**config.mk**
```make
export PLATFORM = sky130hd
export DESIGN_NAME = alp_ctrl
export DESIGN_NICKNAME = d
export VERILOG_FILES = /design/src/rtl/alp_pkg.sv /design/src/rtl/alp_ctrl.sv
export VERILOG_INCLUDE_DIRS = /design/src /design/src/rtl
export SDC_FILE = /design/constraint.sdc
export NUM_CORES = 1
export LEC_CHECK = 0
export CAP_MARGIN = 20
export CORE_AREA = 2 2 39 41
export DETAILED_ROUTE_END_ITERATION = 6
export DIE_AREA = 0 0 41 43
export DONT_BUFFER_PORTS = 1
export SETUP_SLACK_MARGIN = 0.3
export SLEW_MARGIN = 15
export SYNTH_ARGS = -nofsm -noshare
export SYNTH_HDL_FRONTEND = slang
export SYNTH_SLANG_ARGS = --single-unit
```
**constraint.sdc**
```tcl
create_clock -name clk -period 1.1 [get_ports clk]
set_clock_uncertainty 0.2 [all_clocks]
set_input_delay 0.275 -clock clk [delete_from_list [all_inputs] [get_ports clk]]
set_output_delay 0.275 -clock clk [all_outputs]
set_load 0.01 [all_outputs]
```
**src/rtl/address_set_linear_probe_top_defines.svh**
```systemverilog
// Assertion macros used by the address set controller.
`ifndef ADDRESS_SET_LINEAR_PROBE_TOP_DEFINES_SVH
`define ADDRESS_SET_LINEAR_PROBE_TOP_DEFINES_SVH

// Check a condition at every clock edge outside reset.
`define ALP_ASSERT(lbl, prop, msg) \
  lbl: assert property (@(posedge clk) disable iff (!rst_n) (prop)) else $error(msg);

// Check that a trigger is followed by a consequence in the next cycle.
`define ALP_ASSERT_NEXT(lbl, trig, cons, msg) \
  lbl: assert property (@(posedge clk) disable iff (!rst_n) (trig) |=> (cons)) else $error(msg);

`endif

```
**src/rtl/alp_pkg.sv**
```systemverilog
// Types and constants shared by the address set controller, datapath and top level.
package alp_pkg;

  localparam int OP_W   = 2;
  localparam int LEN_W  = 4;
  localparam int KEY_W  = 64;
  localparam int SLOT_W = 10;

  // Request operation codes; the unused code behaves as a lookup
  localparam logic [OP_W-1:0] OP_LOOKUP = 2'd0;
  localparam logic [OP_W-1:0] OP_INSERT = 2'd1;
  localparam logic [OP_W-1:0] OP_DELETE = 2'd2;

  typedef struct packed {
    logic [OP_W-1:0]  operation;
    logic [LEN_W-1:0] key_length;
    logic [KEY_W-1:0] key;
  } req_t;

  typedef struct packed {
    logic              hit;
    logic [SLOT_W-1:0] slot;
    logic              full_res;
  } res_t;

  // Commands from the controller to the datapath
  typedef struct packed {
    logic load;
    logic clr_we;
    logic ins_we;
    logic del_we;
    logic step;
    logic res_load;
  } dp_cmd_t;

  // Status from the datapath to the controller
  typedef struct packed {
    logic clr_last;
    logic rd_valid;
    logic rd_match;
    logic probe_last;
    logic op_insert;
    logic op_delete;
  } dp_status_t;

endpackage

```
**src/rtl/alp_ctrl.sv**
```systemverilog
// Controller state machine: clearing pass, request accept and probe sequencing.
`include "address_set_linear_probe_top_defines.svh"

module alp_ctrl (
  input  logic                clk,
  input  logic                rst_n,
  input  logic                start,
  output logic                busy,
  input  alp_pkg::dp_status_t status,
  output alp_pkg::dp_cmd_t    cmd
);
  import alp_pkg::*;

  localparam logic [1:0] ST_CLEAR = 2'd0;
  localparam logic [1:0] ST_IDLE  = 2'd1;
  localparam logic [1:0] ST_READ  = 2'd2;
  localparam logic [1:0] ST_CHECK = 2'd3;

  logic [1:0] state_r;
  logic [1:0] state_nxt;

  // Decode the next state and the datapath commands
  always_comb begin
    cmd       = '0;
    state_nxt = state_r;
    unique case (state_r)
      ST_CLEAR: begin
        cmd.clr_we = 1'b1;
        if (status.clr_last) begin
          state_nxt = ST_IDLE;
        end
      end
      ST_IDLE: begin
        if (start) begin
          cmd.load  = 1'b1;
          state_nxt = ST_READ;
        end
      end
      ST_READ: begin
        state_nxt = ST_CHECK;
      end
      ST_CHECK: begin
        if (status.rd_valid && status.rd_match) begin
          // key present: drop it on delete
          cmd.res_load = 1'b1;
          cmd.del_we   = status.op_delete;
          state_nxt    = ST_IDLE;
        end else if (!status.rd_valid) begin
          // empty slot ends the chain: claim it on insert
          cmd.res_load = 1'b1;
          cmd.ins_we   = status.op_insert;
          state_nxt    = ST_IDLE;
        end else if (status.probe_last) begin
          cmd.res_load = 1'b1;
          state_nxt    = ST_IDLE;
        end else begin
          cmd.step  = 1'b1;
          state_nxt = ST_READ;
        end
      end
      default: begin
        state_nxt = ST_CLEAR;
      end
    endcase
  end

  // Hold the state; reset starts the clearing pass
  always_ff @(posedge clk) begin
    if (!rst_n) begin
      state_r <= ST_CLEAR;
    end else begin
      state_r <= state_nxt;
    end
  end

  assign busy = (state_r != ST_IDLE);

  `ALP_ASSERT_NEXT(a_accept_reads, start && !busy, state_r == ST_READ, "accepted request did not start a probe")
  `ALP_ASSERT(a_one_write, ($onehot0({cmd.clr_we, cmd.ins_we, cmd.del_we})), "more than one table write")
  `ALP_ASSERT_NEXT(a_store_ends, cmd.ins_we || cmd.del_we, state_r == ST_IDLE, "table update did not end the request")
  `ALP_ASSERT(a_result_check, !cmd.res_load || state_r == ST_CHECK, "result loaded outside the check step")

endmodule

```
Word-level counts from Yosys, hierarchy flattened
Index checks and enable logic that the tools add are counted.
{"block": "totals", "out_inout_bits": 7, "inputBits": 9, "regBits": 2, "word_cells": 29}
{"block": "op_classes", "reduce_logical": 3, "eq_ne": 6, "n_mux": 19}
{"op": "2-to-1 mux 1 bit", "n": 12}
{"op": "2-to-1 mux 2 bit", "n": 5}
{"op": "case mux 2 bit (4 select lines)", "n": 1}
{"op": "== test 2 bit (second input constant)", "n": 2}
{"op": "2-to-1 mux 4 bit", "n": 1}
{"op": "!= test 2 bit (second input constant)", "n": 2}
{"op": "== test 2 x 1 -> 1 bit (second input constant)", "n": 1}
{"op": "logical NOT 2 bit", "n": 1}
{"op": "!= test 2 x 1 -> 1 bit (second input constant)", "n": 1}
{"op": "AND reduction 2 bit", "n": 1}
{"op": "logical AND 1 bit", "n": 1}

Logic depth before layout (Yosys ltp)
Gate-level depths: netlist (run 1).
{"block": "depth", "depth_word": 4, "ltp_mapped": 3}

Worst setup path after synthesis (run 1)
No wires, ideal clock.
{"block": "synth_timing", "kind": "in2out", "start": "in status[2] (netlist name)", "end": "out cmd[1] (netlist name)", "slack_ns": -0.234, "n_path_buf": 0, "arrival_time_ns": 0.859, "required_ns": 0.625, "cell_stages": 2, "cell_sequence": "or3b_1 nor2_1"}
{"element": "start: declaration", "line_no": "alp_ctrl.sv:9", "source": "input alp_pkg::dp_status_t status,"}
{"element": "end: declaration", "line_no": "alp_ctrl.sv:10", "source": "output alp_pkg::dp_cmd_t cmd"}

==> run metrics, run 1 <==
largest register by flop count=state_r; Synthesized Nets=27; Slew Limit Fails=0; Storage cell area=approximately 48 µm²; clk root buf=clkbuf_4; Synth area leaders=dfxtp_1, and4bb_1, nor2b_1, nor2_1, o2111a_1; area post-placement=roughly 250 µm²; max_cap viols=0; PD cells=around 1200 nW/µm²; WHS Path Cells=1; Least-Margin Pin Slew=about 0.19 ns; EDFF count, synth=0; CTS tree=built; Post-synth ARST share=0%; post-synthesis sequential area ratio=27.6%; layout cells sized above 1=a little under three quarters; number of port buffers=0; Finished Layout Cells=between 40 and 50; post-route ant nets=0; Synth area leader=dfxtp_1; Inst Count DP=36; die height=around 43 µm; Hold Fails Final Rpt=1; pin count of the biggest net entering global routing=7; peak fanout along the critical path=5; Synth top area share=27.6%; Leakage=approximately 0.11 nW; CP Class=reg -> out; Clock Path Buffers=2; Synth cell types=14; DP HPWL=approximately 400 µm; Largest regs=state_r: 2 flops; most frequently used flop master after synthesis=dfxtp_1; CP Launch Type=register; minimum clock period after layout=1.38 ns; row count=14; first-pass GRT wire length=between 600 and 700 µm; Achievable Freq=724 MHz; design area=292 µm²; Setup Viol. Count Final=9; status=finished with violations; area of the multi-input gates=164 µm²; Total Wirelength=~500 µm; initial core utilization=between 10% and 20%; max reg flops=2; slew margin rel.=between 80% and 90%; period utilization=126%; Worst Reg-to-Reg Cells=4; initial antenna violation count=0; final net count=36; Chip Width=a little over 40 µm; WL/cell=approximately 12 µm; top post-synthesis cells by count=nor2_1, dfxtp_1, nor2b_1; Ys Warns=0; synthesized area per cell=roughly 8.1 µm²; layout filler cell count=roughly 160; GP Congestion=between 0.5 and 0.6; Setup TNS=-1.75 ns; I/O pin cnt=16; drt first pass iters=1; DRC viols=0; CTS HTree Levels=1; CTS Buf Count=3; failing checks=negative hold slack, negative setup slack; critical path endpoint category=output port; ANT cells=0; worst hold slack=-0.0286 ns; most frequent cell after synthesis=nor2_1; Clk Latency, worst-skew pair=around 0.22 ns; RSZ-0062 raised after global routing=yes; clk slew on worst S/H paths=~0.03 ns; synthesis-to-layout area growth=101%; Max IR drop VDD=0.000160 V; initial DRC count=0; vias in the first global route=roughly 160; clock tree sinks=2; Hold WC Path Type=in -> reg; #FFs+latches synth=2; die footprint=approximately 1800 µm²; post-synthesis instance total=18; mapped cell area=145 µm²; vias per std cell=4.00; CP required=slightly above 0.6 ns; power after layout=0.337 mW; crit path DAT=0.91 ns; GRT Util Overall=just under 7%; Remaining Overflow, GRT=0; DR vias=~160; pre-CTS setup slack=-0.194 ns; core area=1380 µm²; Setup WS post-layout=-0.281 ns
final timing paths:
| kind | startpoint | endpoint | slack [ns] |
|---|---|---|---|
| setup / recovery | state_r[0] | cmd[3] | -0.28 |
| hold / removal | rst_n | state_r[1] | -0.03 |
| setup reg to reg | state_r[1] | state_r[0] | -0.12 |
| hold reg to reg | state_r[0] | state_r[1] | 0.45 |
critical path, cell delays in order, from the launching register on:
cell and delay [ns]:
dfxtp_4 0.38, nand2_8 0.08, nor3b_4 0.22
cells in the final DEF, fill, tap and decap left out:
master and count:
nor2_2 1, o31a_1 1, nor3b_4 1, buf_4 3, nor2b_4 1, nand2b_4 1, and4bb_1 1, nor2_4 2
clkbuf_4 3, buf_6 1, nand2_8 1, or3b_4 1, nor2b_1 1, o2111a_1 1, nand3b_1 1, inv_2 1
or3_1 1, nand3_1 1, dfxtp_4 2
area by class of cell:
type,count,area share (%)
sequential,2,16.3
tap,16,6.87
timing repair buffer,4,11.6
inverter,1,1.29
multi-input combinational,15,56.2
clock buffer,3,7.73
what timing repair did:
item | 4_1_cts | 5_1_grt
cloned | 0 | 0
endpoints found under the setup margin | 9 | 9
hold endpoints to repair | 2 | 2
setup buffers | 1 | 1
gates resized for setup | 0 | 1
pin swaps | 0 | 1
cell families after synthesis:
logic type,share of synthesized area [%]
and+or+nand+nor,56.0
buffers and inverters,2.58
DFF,27.6
AOI/OAI and AO/OA,13.8
report_power, final:
part           total, mW  internal (mW)  switching (mW)
clock              0.163          0.120          0.0430
combinational     0.0782         0.0443          0.0339
sequential        0.0953         0.0801          0.0152
per-stage QoR:
step,utilization (%),hold WS [ns]
floorplan,-,0.193
global placement,18.1,0.201
global route,21.1,-0.0412
finish,21.1,-0.0286
CTS,20.3,-0.0391
detailed placement,18.1,0.201
per-layer routing:
layer	up-vias	global-route usage, %	share of wire [%]
met5	-	0	0
met4	0	14.0	0
met3	0	3.66	5.4
met2	6	8.75	63
met1	78	3.83	32
li1	80	-	-
Note: power is estimated with default switching activity, not from simulation.
==> inputs of run 2 (changes only) <==
==> constraint.sdc (replaced) <==
create_clock -name clk -period 1.1 [get_ports clk]
set_clock_uncertainty 0.2 [all_clocks]
set_input_delay 0.22 -clock clk [delete_from_list [all_inputs] [get_ports clk]]
set_output_delay 0.22 -clock clk [all_outputs]
set_load 0.01 [all_outputs]
==> run metrics, run 2 (synthesized netlist as in run 1, its figures left out) <==
Buf/Inv on CP=0; PD cells=around 1100 nW/µm²; minimum clock period after layout=about 1.3 ns; Largest regs=state_r: 2 flops; final net count=36; Setup WS post-layout=-0.219 ns; first-pass GRT wire length=586 µm; max reg flops=2; CTS tree=built; Finished Layout Cells=41; peak fanout along the critical path=5; period utilization=120%; critical path endpoint category=output port; WL/cell=between 10 and 15 µm; synthesis-to-layout area growth=101%; number of port buffers=0; initial antenna violation count=0; initial core utilization=10.5%; vias in the first global route=between 150 and 200; Setup Viol. Count Final=9; pin count of the biggest net entering global routing=6; CP required=slightly below 0.7 ns; failing checks=negative hold slack, negative setup slack; RSZ-0062 raised after global routing=yes; clk root buf=clkbuf_4; Util after Layout=between 20% and 30%; crit path DAT=0.90 ns; Chip Width=between 40 and 50 µm; slew margin rel.=~87%; slowest CP cell=dfxtp_4; Slew Limit Fails=0; GRT Util Overall=5.91%; largest register by flop count=state_r; Max IR drop VDD=between 0.0002 and 0.0003 V; CTS HTree Levels=1; clock tree sinks=2; DR vias=approximately 170; Clock Path Buffers=2; drt first pass iters=1; Remaining Overflow, GRT=0; Hold Fails Final Rpt=2; CP Cell Sequence=nand2_8 > nor3b_4; Clk Latency, worst-skew pair=around 0.22 ns; Hold WC Path Type=in -> reg; DRC viols=0; row count=14; initial DRC count=0; layout cells sized above 1=between 70 and 80%; die height=roughly 43 µm; CP Launch Type=register; max_cap viols=0; Least-Margin Pin Slew=between 0.15 and 0.2 ns; largest incremental delay on the critical path=0.38 ns; pre-CTS setup slack=-0.0901 ns; Inst Count DP=36; ANT cells=0; worst hold slack=-0.0868 ns; Top delay family on crit path=flip-flops; GP Congestion=~0.47; die footprint=1760 µm²; clk slew on worst S/H paths=0.03 ns; Achievable Freq=approximately 760 MHz; vias per std cell=4.10; I/O pin cnt=16; commonest cells after routing, fill and taps aside=clkbuf_4, buf_4, nor2_4, dfxtp_4; status=finished with violations; DP HPWL=around 350 µm; CP Class=reg -> out; Leakage=0.110 nW; post-route ant nets=0; core area=1380 µm²; CTS Buf Count=3; Total Wirelength=between 400 and 500 µm
## run 2: layout make-up
cell class | instances | area [µm²]
Inverter | 1 | 3.75
Fill cell | 157 | 1090
Clock buffer | 3 | 22.5
Timing Repair Buffer | 4 | 33.8
Multi-Input combinational cell | 15 | 164
Sequential cell | 2 | 47.5
Tap cell | 16 | 20.0
## run 2: layer usage
metal  routed length (µm)  share of wire, %  GRT usage (%)
met2                  241                56           8.44
met1                  123                29           3.51
met5                    0                 0              0
met3                   45                10           3.14
met4                   19               4.4           10.0
## run 2: through the flow
stage               power [mW]  instance area (µm²)  hold slack (ns)  setup TNS (ns)
floorplan                0.143                  200            0.138          -0.208
global placement         0.158                  235            0.146          -0.277
detailed placement       0.160                  235            0.145          -0.305
CTS                      0.346                  288          -0.0963           -1.57
global route             0.357                  292          -0.0931           -1.76
finish                   0.335                  292          -0.0868           -1.45
## run 2: worst paths after layout
kind	depth (start not counted)	slack [ns]	endpoint	start
worst max-delay path	2	-0.22	cmd[3]	state_r[1]
worst min-delay path	1	-0.09	state_r[1]	rst_n
worst max register to register	3	-0.16	state_r[1]	state_r[1]
worst min register to register	2	0.43	state_r[1]	state_r[0]
## run 2: where the power goes
| part | switching, mW | internal [mW] |
|---|---|---|
| Combinational | 0.0333 | 0.0451 |
| Sequential | 0.0147 | 0.0801 |
| Clock | 0.0413 | 0.120 |
| Total | 0.0893 | 0.246 |
## run 2: what timing repair did
| item | in CTS | in global routing |
|---|---|---|
| endpoints found under the hold margin | 2 | 2 |
| pin swaps | 2 | 0 |
| gates resized for setup | 2 | 1 |
| setup buffers | 2 | 0 |
| endpoints found under the setup margin | 9 | 9 |
